File: src/rtl/rgbhsv_pkg.sv
// types and constants shared by the rgb to hsv converter
package rgbhsv_pkg;

    // channel that holds the maximum, red wins ties, then green
    typedef enum logic [1:0] {
        SEC_RED,
        SEC_GREEN,
        SEC_BLUE
    } t_sector;

    // hue numerator offsets in units of chroma
    localparam logic [2:0] HUE_OFS_NONE  = 3'd0;
    localparam logic [2:0] HUE_OFS_GREEN = 3'd2;
    localparam logic [2:0] HUE_OFS_BLUE  = 3'd4;
    localparam logic [2:0] HUE_OFS_TURN  = 3'd6;

    // register stages ahead of the divider stages
    localparam int PRE_STAGES = 3;

endpackage

File: src/rtl/rgb_to_hsv_converter_core.sv
// rgb to hsv converter: pipelined sector logic and two restoring dividers
//
// Input channel: i_in_valid / o_in_ready carry one rgb pixel (i_red, i_green,
// i_blue). Output channel: o_out_valid / i_out_ready carry one hsv result
// (o_hue, o_saturation, o_value_out) per pixel, in input order.
// Three stages find max, min, chroma and the hue numerator, then
// FRACTION_BITS stages each produce one quotient bit of hue and of
// saturation in parallel. Throughput is one item per cycle while the
// receiver does not stall, as the dividers produce one bit per stage.
// Each stage has its own valid bit and advances when it is empty or the
// stage after it advances, so bubbles close up while the receiver stalls and
// new items keep entering until every stage is full. A stall loses nothing.
// Reset clears all valid bits; the pipeline is then empty and ready.
// Saturation is all ones when chroma equals the nonzero value, zero for black;
// hue is zero for gray pixels.
module rgb_to_hsv_converter_core
    import rgbhsv_pkg::*;
#(
    parameter int CHANNEL_BITS  = 8,
    parameter int FRACTION_BITS = 16
) (
    input  logic                     i_clk,
    input  logic                     i_rst_n,
    input  logic                     i_in_valid,
    output logic                     o_in_ready,
    input  logic [CHANNEL_BITS-1:0]  i_red,
    input  logic [CHANNEL_BITS-1:0]  i_green,
    input  logic [CHANNEL_BITS-1:0]  i_blue,
    output logic                     o_out_valid,
    input  logic                     i_out_ready,
    output logic [FRACTION_BITS-1:0] o_hue,
    output logic [FRACTION_BITS-1:0] o_saturation,
    output logic [CHANNEL_BITS-1:0]  o_value_out
);

    localparam int CB = CHANNEL_BITS;
    localparam int FB = FRACTION_BITS;
    localparam int HW = CB + 3;
    localparam int NS = PRE_STAGES + FB;

    logic [NS-1:0] r_valid;
    logic [NS:0]   adv;

    // stage 0: max, min, sector
    logic [CB-1:0] r0_r, r0_g, r0_b, r0_max, r0_min;
    t_sector       r0_sec;
    t_sector       n0_sec;
    logic [CB-1:0] n0_max, n0_min;

    // stage 1: chroma, channel difference, offset
    logic [CB-1:0] r1_v, r1_chroma;
    logic signed [CB:0] r1_diff;
    logic [2:0]    r1_k;
    logic signed [CB:0] n1_diff;
    logic [2:0]    n1_k;

    // stage 2 (index 0) and divider stages (index 1..FB)
    logic [HW-1:0] r_hr [0:FB];
    logic [HW-1:0] r_hd [0:FB];
    logic [FB-1:0] r_hq [0:FB];
    logic [CB-1:0] r_sr [0:FB];
    logic [CB-1:0] r_sd [0:FB];
    logic [FB-1:0] r_sq [0:FB];
    logic [CB-1:0] r_v  [0:FB];
    logic          r_sfull [0:FB];

    logic [HW-1:0] n2_off, n2_den;
    logic [HW:0]   n2_num;

    // stage handshake chain
    assign adv[NS] = i_out_ready;
    genvar s;
    generate
        for (s = 0; s < NS; s++) begin : g_adv
            assign adv[s] = !r_valid[s] || adv[s+1];
        end
    endgenerate

    assign o_in_ready = adv[0];

    always_ff @(posedge i_clk) begin
        if (!i_rst_n) begin
            r_valid <= '0;
        end else begin
            if (adv[0]) begin
                r_valid[0] <= i_in_valid;
            end
            for (int k = 1; k < NS; k++) begin
                if (adv[k]) begin
                    r_valid[k] <= r_valid[k-1];
                end
            end
        end
    end

    // stage 0
    always_comb begin
        if (i_red >= i_green && i_red >= i_blue) begin
            n0_sec = SEC_RED;
            n0_max = i_red;
        end else if (i_green >= i_blue) begin
            n0_sec = SEC_GREEN;
            n0_max = i_green;
        end else begin
            n0_sec = SEC_BLUE;
            n0_max = i_blue;
        end
        if (i_red <= i_green && i_red <= i_blue) begin
            n0_min = i_red;
        end else if (i_green <= i_blue) begin
            n0_min = i_green;
        end else begin
            n0_min = i_blue;
        end
    end

    always_ff @(posedge i_clk) begin
        if (adv[0]) begin
            r0_r   <= i_red;
            r0_g   <= i_green;
            r0_b   <= i_blue;
            r0_max <= n0_max;
            r0_min <= n0_min;
            r0_sec <= n0_sec;
        end
    end

    // stage 1
    always_comb begin
        case (r0_sec)
            SEC_RED: begin
                n1_diff = $signed({1'b0, r0_g}) - $signed({1'b0, r0_b});
                n1_k    = (r0_g < r0_b) ? HUE_OFS_TURN : HUE_OFS_NONE;
            end
            SEC_GREEN: begin
                n1_diff = $signed({1'b0, r0_b}) - $signed({1'b0, r0_r});
                n1_k    = HUE_OFS_GREEN;
            end
            SEC_BLUE: begin
                n1_diff = $signed({1'b0, r0_r}) - $signed({1'b0, r0_g});
                n1_k    = HUE_OFS_BLUE;
            end
            default: begin
                n1_diff = '0;
                n1_k    = HUE_OFS_NONE;
            end
        endcase
    end

    always_ff @(posedge i_clk) begin
        if (adv[1]) begin
            r1_v      <= r0_max;
            r1_chroma <= r0_max - r0_min;
            r1_diff   <= n1_diff;
            r1_k      <= n1_k;
        end
    end

    // stage 2: hue numerator and denominator, saturation operands
    always_comb begin
        n2_off = HW'(r1_chroma) * HW'(r1_k);
        n2_den = HW'(r1_chroma) * HW'(HUE_OFS_TURN);
        n2_num = {1'b0, n2_off} + {{3{r1_diff[CB]}}, r1_diff};
    end

    always_ff @(posedge i_clk) begin
        if (adv[2]) begin
            r_hr[0]    <= n2_num[HW-1:0];
            r_hd[0]    <= (r1_chroma == '0) ? HW'(1) : n2_den;
            r_hq[0]    <= '0;
            r_sr[0]    <= (r1_chroma == r1_v) ? '0 : r1_chroma;
            r_sd[0]    <= (r1_v == '0) ? CB'(1) : r1_v;
            r_sq[0]    <= '0;
            r_v[0]     <= r1_v;
            r_sfull[0] <= (r1_chroma == r1_v) && (r1_v != '0);
        end
    end

    // divider stages, one quotient bit each
    genvar j;
    generate
        for (j = 0; j < FB; j++) begin : g_div
            logic [HW:0]   n_ht;
            logic [HW:0]   n_hs;
            logic          n_hbit;
            logic [CB:0]   n_st;
            logic [CB:0]   n_ss;
            logic          n_sbit;

            assign n_ht   = {r_hr[j], 1'b0};
            assign n_hs   = n_ht - {1'b0, r_hd[j]};
            assign n_hbit = (n_ht >= {1'b0, r_hd[j]});
            assign n_st   = {r_sr[j], 1'b0};
            assign n_ss   = n_st - {1'b0, r_sd[j]};
            assign n_sbit = (n_st >= {1'b0, r_sd[j]});

            always_ff @(posedge i_clk) begin
                if (adv[PRE_STAGES+j]) begin
                    r_hr[j+1]    <= n_hbit ? n_hs[HW-1:0] : n_ht[HW-1:0];
                    r_hd[j+1]    <= r_hd[j];
                    r_hq[j+1]    <= {r_hq[j][FB-2:0], n_hbit};
                    r_sr[j+1]    <= n_sbit ? n_ss[CB-1:0] : n_st[CB-1:0];
                    r_sd[j+1]    <= r_sd[j];
                    r_sq[j+1]    <= {r_sq[j][FB-2:0], n_sbit};
                    r_v[j+1]     <= r_v[j];
                    r_sfull[j+1] <= r_sfull[j];
                end
            end
        end
    endgenerate

    assign o_out_valid  = r_valid[NS-1];
    assign o_hue        = r_hq[FB];
    assign o_saturation = r_sfull[FB] ? '1 : r_sq[FB];
    assign o_value_out  = r_v[FB];

`ifndef SYNTHESIS
    a_black_zero: assert property (@(posedge i_clk) disable iff (!i_rst_n)
        (o_out_valid && o_value_out == '0) |-> (o_hue == '0 && o_saturation == '0))
        else $error("black pixel with nonzero hue or saturation");

    a_enter: assert property (@(posedge i_clk) disable iff (!i_rst_n)
        (i_in_valid && o_in_ready) |=> r_valid[0])
        else $error("accepted item missing from first stage");

    a_reset_empty: assert property (@(posedge i_clk)
        $past(!i_rst_n) |-> !o_out_valid)
        else $error("output valid right after reset");
`endif

endmodule
File: config.mk
export PLATFORM = sky130hd
export DESIGN_NAME = rgb_to_hsv_converter_core
export DESIGN_NICKNAME = d
export VERILOG_FILES = /design/src/rtl/rgbhsv_pkg.sv /design/src/rtl/rgb_to_hsv_converter_core.sv
export SDC_FILE = /design/constraint.sdc
export NUM_CORES = 2
export LEC_CHECK = 0
export BUFFER_PORTS_ARGS = -buffer_cell sky130_fd_sc_hd__buf_2
export CORE_ASPECT_RATIO = 0.8
export CORE_MARGIN = 3
export CORE_UTILIZATION = 25
export DETAILED_ROUTE_END_ITERATION = 8
export PLACE_DENSITY_LB_ADDON = 0.1
export SLEW_MARGIN = 20
export SYNTH_ARGS = -nofsm -noshare
export SYNTH_HDL_FRONTEND = slang
export SYNTH_SLANG_ARGS = --single-unit
File: constraint.sdc
create_clock -name i_clk -period 6.4 [get_ports i_clk]
set_clock_uncertainty 0.1 [all_clocks]
set_input_delay 0.32 -clock i_clk [delete_from_list [all_inputs] [get_ports i_clk]]
set_output_delay 0.32 -clock i_clk [all_outputs]
set_load 0.01 [all_outputs]
# [Word level (Yosys, flattened, before mapping)]
# Memory sizes are Yosys's and may differ from the RTL's.
# Cells that the tools add are included.
[totals] ff_bits=89 latch_bits=0 ram_bits=1343 romBits=0 inputBits=28 output_inout_bits=42 mem_count=8
[classes] add_sub_neg=37 n_mul=2 n_div=0 order_cmp=39 eq_ne=3 shifts=0 mux=78 bitwise_logic=0 n_reduce_logical=45
[memory_table] memory="r_hq" words=17 width=16 read_ports=17 rd_ports_with_merged_regs=0 wr=17 line_no="rgb_to_hsv_converter_core.sv:60" rtl="logic [FB-1:0] r_hq [0:FB];"
[memory_table] memory="r_sq" words=17 width=16 read_ports=17 rd_ports_with_merged_regs=0 wr=17 line_no="rgb_to_hsv_converter_core.sv:63" rtl="logic [FB-1:0] r_sq [0:FB];"
[memory_table] memory="r_hd" words=17 width=11 read_ports=16 rd_ports_with_merged_regs=0 wr=17 line_no="rgb_to_hsv_converter_core.sv:59" rtl="logic [HW-1:0] r_hd [0:FB];"
[memory_table] memory="r_hr" words=17 width=11 read_ports=16 rd_ports_with_merged_regs=0 wr=17 line_no="rgb_to_hsv_converter_core.sv:58" rtl="logic [HW-1:0] r_hr [0:FB];"
[memory_table] memory="r_sd" words=17 width=8 read_ports=16 rd_ports_with_merged_regs=0 wr=17 line_no="rgb_to_hsv_converter_core.sv:62" rtl="logic [CB-1:0] r_sd [0:FB];"
[memory_table] memory="r_sr" words=17 width=8 read_ports=16 rd_ports_with_merged_regs=0 wr=17 line_no="rgb_to_hsv_converter_core.sv:61" rtl="logic [CB-1:0] r_sr [0:FB];"
[memory_table] memory="+2 memories"
[ops] op=">= comparator 12 x 11 -> 1 bit" count=16
[ops] op="2-to-1 mux 11 bit" count=17
[ops] op="2-to-1 mux 8 bit" count=22
[ops] op="subtractor 11 bit" count=16
[ops] op=">= comparator 9 x 8 -> 1 bit" count=16
[ops] op="subtractor 8 bit" count=17
[ops] op="2-to-1 mux 1 bit" count=34
[ops] op="one-hot mux 9 bit (3 select lines)" count=1
[ops] op="subtractor 8 x 8 -> 9 bit" count=3
[ops] op=">= comparator 8 bit" count=3
[ops] op="<= comparator 8 bit" count=3
[ops] op="zero test 1 bit" count=19
[ops] op="logical OR 1 bit" count=19
[ops] op="zero test 8 bit" count=2
[ops] op="2-to-1 mux 16 bit" count=1
[ops] op="adder 11 bit" count=1
[ops] op="multiplier 8 x 3 -> 11 bit" count=1
[ops] op="multiplier 8 x 2 -> 10 bit, second input constant" count=1
[ops] op="one-hot mux 3 bit (3 select lines)" count=1
[ops] op="equality test 8 bit" count=1
[ops] op="less-than comparator 8 bit" count=1
[ops] op="nonzero test 8 bit" count=1
[ops] op="logical AND 1 bit" count=3
[ops] op="2-to-1 mux 3 bit" count=1
[ops] op="4 further kinds" count=4

# [Logic depth before layout (Yosys ltp)]
[depth] ltp_word=20 ltp_mapped=13 mapped_depth_nobuf=13

# [Worst setup path before layout]
# OpenSTA, ideal clock, no wires.
[synth_path] path_kind="input to register" start="input port i_out_ready" end="memory r_hd[0][110] (netlist name), enable pin" setup_ps=427 arrival_ps=3686 path_slack_ps=2187 cell_stages=6 path_buffers=0 cell_sequence="and2b_1 -> inv_2 -> nor2_1 -> inv_2 -> nor2_1 -> nand2_1"
[synth_lines] item="start, declared" line_no="rgb_to_hsv_converter_core.sv:30" rtl="input logic i_out_ready,"
[synth_lines] item="end, declared" line_no="rgb_to_hsv_converter_core.sv:59"

# [Worst setup path in the final report]
[layout_path] start="register r_valid[18]" end="output port o_in_ready"
[layout_via] elab_chain_cells=20
[layout_lines] item="start, declared" line_no="rgb_to_hsv_converter_core.sv:41" rtl="logic [NS-1:0] r_valid;"
[layout_lines] item="start signal, assigned by index" line_no="rgb_to_hsv_converter_core.sv:90" rtl="r_valid[k] <= r_valid[k-1];"
[layout_lines] item="zero test 1 bit" line_no="rgb_to_hsv_converter_core.sv:75" rtl="assign adv[s] = !r_valid[s] || adv[s+1];"
[layout_lines] item="logical OR 1 bit" line_no="rgb_to_hsv_converter_core.sv:75"
[layout_lines] item="via adv[18]" line_no="rgb_to_hsv_converter_core.sv:42" rtl="logic [NS:0] adv;"
[layout_lines] item="logical OR 1 bit (18 in series)" line_no="rgb_to_hsv_converter_core.sv:75"
[layout_lines] item="end, declared" line_no="rgb_to_hsv_converter_core.sv:25" rtl="output logic o_in_ready,"
# The timed path passes the listed nets, and every way through them passes these cells.

==> flow_metrics.tcl <==
set metrics [dict create \
    timing.final.crit_share_pct 66.91 \
    power.clock.fraction_pct 21.7 \
    dr.pass1.iters 5 \
    criticalPathCategory "reg -> out" \
    drt-vias-per-instance 4.094 \
    wl_per_cell_um 15.49 \
    final_layout_size_suffix_gt1_share_pct 9.393 \
    num_rows 150 \
    setup_violations 0 \
    status "complete, no violations" \
    grt_setup_unrepaired "false" \
    grt.total_usage_pct 10.16 \
    critical_path_peak_fanout 43 \
    post_synth_fa_ha_maj_area_fraction_pct 10.72 \
    die_area_sq_um 218400 \
    grt_max_degree 71 \
    synth_xor_area_share_pct 3.078 \
    reg2regPathDepth 6 \
    route.top_layer_used "met4" \
    post_synth_num_cell_types 79 \
    cts_buffer_depth 3 \
    worst_setup_path_end "o_in_ready" \
    async_reset_ff_share_pct 0 \
    cp_data_required_time_ns 5.98 \
    largest_family_of_logic_cells_by_synthesized_area "adder cells" \
    dominantRegCellSynth "edfxtp_1" \
    fmax_ghz 0.2335 \
    rr_endpoint "r_hd[0][1]" \
    grt_first_pass_wirelength_um 176300 \
    timing.critical_path.from_type "flip-flop" \
    final.min_clock_period_ns 4.282 \
    critPathCaptureType "output pin" \
    num_io_pins 70 \
    synthTopCellsByArea "edfxtp_1, ha_1, inv_1" \
    tritoncts "yes" \
    ctsHtreeMaxLevel 4 \
    r2r_setup_slack_ns 2.88 \
    final-max-slew-violation-count 0 \
    placeable_core_area_sq_um 210200 \
    synth.area.mux_share_pct 3.622 \
    register_clock_pin_slew_on_the_reported_worst_setup_and_hold_paths_ns 0.06 \
    yosysTopAreaCell "edfxtp_1" \
    gp_routability_congestion 0.7609 \
    synthesized_netlist_net_count 4434 \
    dpl.hpwl_um 80550 \
    post-cts-setup-buffers 0 \
    post_synth_and_or_nand_nor_area_fraction_pct 7.161 \
    post-route-drc-count 0 \
    drt.antenna.violating_nets 0 \
    power_frac_comb_pct 39.0 \
    grt_pass1_vias 30310 \
    finalWorstSetupSlack_ns 2.118 \
    power_switching_share_pct 34.61 \
    totalNegativeSetupSlack_ns 0 \
    syn_area_per_cell_sq_um 13.38 \
    overflow_left_after_global_routing 0 \
    synth.cell_area_sq_um 53200 \
    maxCapViolations 0 \
    cts.sink_count 1121 \
    post-synth-top-area-fraction_pct 62.20 \
    r2r-start "r_valid[18]" \
    cts.repair.resized 0 \
    power.net_switching_w 0.01187 \
    wirelength_met1_um 55760 \
    yosys_warnings 0 \
    place.port_buffers 69 \
    worst-slew-pin-transition_ns 1.057 \
    p_int_w 0.02243 \
    power.leakage_nw 24.16 \
    wl_met2_um 48090 \
    chipWidth_um 521.8 \
    via_count 29030 \
    ir_drop_v 0.0002934 \
    drt-total-wl_um 109900 \
    ys_seq_area_share_pct 62.91 \
    clkLatencyLatePin_ns 0.74 \
    die_h_um 418.6 \
    dp_slack_ns 2.663 \
    timing.critical_path.arrival_ns 3.86 \
    synth_compound_area_share_pct 8.424 \
    synth_cells 3976 \
    fillerInstances 21260 \
    detailedRoute.firstIterationViolations 1406 \
    slew_headroom_pct 29.56 \
    type_of_the_worst_min_delay_path "in -> reg" \
    synth.ff_latch_count 1121 \
    nNetsFinal 4631 \
    wl_met3_um 3501 \
    power.density_cell_area_nw_per_um2 557.4 \
    cts.root.buffer_cell "clkbuf_16" \
    synth_edf_count 1102 \
    antenna_found_initial 0 \
    cts-buffers-inserted 132 \
    power.share.sequential_pct 39.3 \
    start_util_pct 25.31 \
    area_growth_pct 15.66 \
    timing.critical_path.from "r_valid[18]" \
    hold_viol_final 0 \
    whs_ns 0.06475 \
    n_antenna_cell 0 \
]
[cell usage after synthesis, drive strengths merged (7+ instances only)]
| master | count |
|---|---|
| a21o | 43 |
| a211oi | 19 |
| a22oi | 9 |
| nand3 | 40 |
| o21a | 58 |
| inv | 499 |
| a21boi | 53 |
| o32ai | 11 |
| ha | 387 |
| o311a | 9 |
| nor4 | 12 |
| o21bai | 9 |
| xor2 | 62 |
| nand4 | 40 |
| nand2b | 67 |
| or3 | 7 |
| clkbuf | 29 |
| or2 | 30 |
| nor2 | 283 |
| o31ai | 26 |
| xnor2 | 125 |
| nand2 | 159 |
| dfxtp | 19 |
| mux2i | 38 |
| o21ai | 198 |
| and2 | 26 |
| a31oi | 15 |
| nor3 | 33 |
| buf | 26 |
| fa | 43 |
| o211ai | 11 |
| nor2b | 70 |
| a21oi | 218 |
| mux2 | 135 |
| edfxtp | 1102 |
[cell usage in the layout, fill, tap and decap left out, drive strengths merged, types with 38 or more instances in the layout]
cell type     n
a21boi       53
a21o         43
a21oi       218
buf          91
clkbuf      166
clkinv       61
edfxtp     1102
fa           43
ha          387
inv         504
mux2        135
mux2i        38
nand2       159
nand2b       67
nand3        40
nand4        40
nor2        283
nor2b        70
o21a         58
o21ai       198
xnor2       125
xor2         62
[power groups by stage]
stage	Sequential [W]	Clock [W]	Combinational (W)
3_3_place_gp	0.0137	0	0.0135
6_report	0.0135	0.00744	0.0134
4_1_cts	0.0136	0.00781	0.0136
2_1_floorplan	0.0129	0	0.0106
5_1_grt	0.0139	0.00811	0.0153
3_5_place_dp	0.0137	0	0.0135
[metrics by stage]
step | power, W | utilization (%) | std cells | instance area (sq um)
floorplan | 0.02352 | - | 3976 | 53200
global placement | 0.02727 | 27.12 | 6824 | 57000
detailed placement | 0.02721 | 27.12 | 6824 | 57000
CTS | 0.03502 | 29.28 | 7092 | 61540
global route | 0.03733 | 29.28 | 7092 | 61540
finish | 0.03430 | 29.28 | 7092 | 61540
[kinds of logic after synthesis]
family,after synthesis
AOI/OAI and AO/OA,716
xor gates and xnor gates,187
adders and majority gates,430
buffers and inverters,558
DFF,1121
muxes,173
and+or+nand+nor,791
[registers in the layout (all words and copies together) (netlist names), 8 cells and up]
register / count
r_sq: 136
r1_v: 8
r0_r: 8
r_hq: 136
r1_diff: 9
r0_max: 8
r_sr: 128
r_hr: 176
r_hd: 176
r1_chroma: 8
r0_b: 8
r_valid: 19
r0_g: 8
r_v: 136
r_sd: 128
r0_min: 8
r_sfull: 17
[routing by layer]
layer,vias up,track usage [%]
li1,14750,-
met1,13790,14.41
met2,324,15.68
met3,167,1.860
met4,0,3.113
met5,-,0
[how the worst min path moves through the flow]
| stage | from | end | slack (ns) | cells past startpoint |
|---|---|---|---|---|
| 3_5_place_dp | r_hq[0][135] | r_hq[0][152] | 0.30 | 0 |
| 4_1_cts | i_out_ready | r_valid[18] | 0.003 | 3 |
| 5_1_grt | i_out_ready | r_valid[18] | 0.05 | 3 |
| 6_report | i_out_ready | r_valid[18] | 0.06 | 3 |
| 3_3_place_gp | r_v[0][120] | r_v[1][0] | 0.30 | 0 |
| 2_1_floorplan | r_hq[0][83] | r_hq[0][100] | 0.30 | 0 |
[critical path: stages, from the launching register on]
cell,delay [ns]
dfxtp_1,0.32
and2b_1,0.26
inv_2,0.06
nor4_2,0.67
and4_1,0.53
and4_1,0.32
and2_1,0.29
nand2_2,0.09
buf_4,0.31
buf_2,0.23
[timing repair]
action                     CTS  global route
hold endpoints to repair    59             0
hold buffers                27             0
setup endpoints to repair    0             0
[final cells by class]
cell class	count	area [sq um]	area share [%]
inverters	503	1892	3.074
multi-input cells	2297	17610	28.62
clock buffers	166	3483	5.660
flip-flops and latches	1121	33470	54.39
repair buffers	118	780.7	1.269
well taps	2812	3518	5.717
clock inverters	75	778.2	1.265
Power figures use the tool's default switching activity.
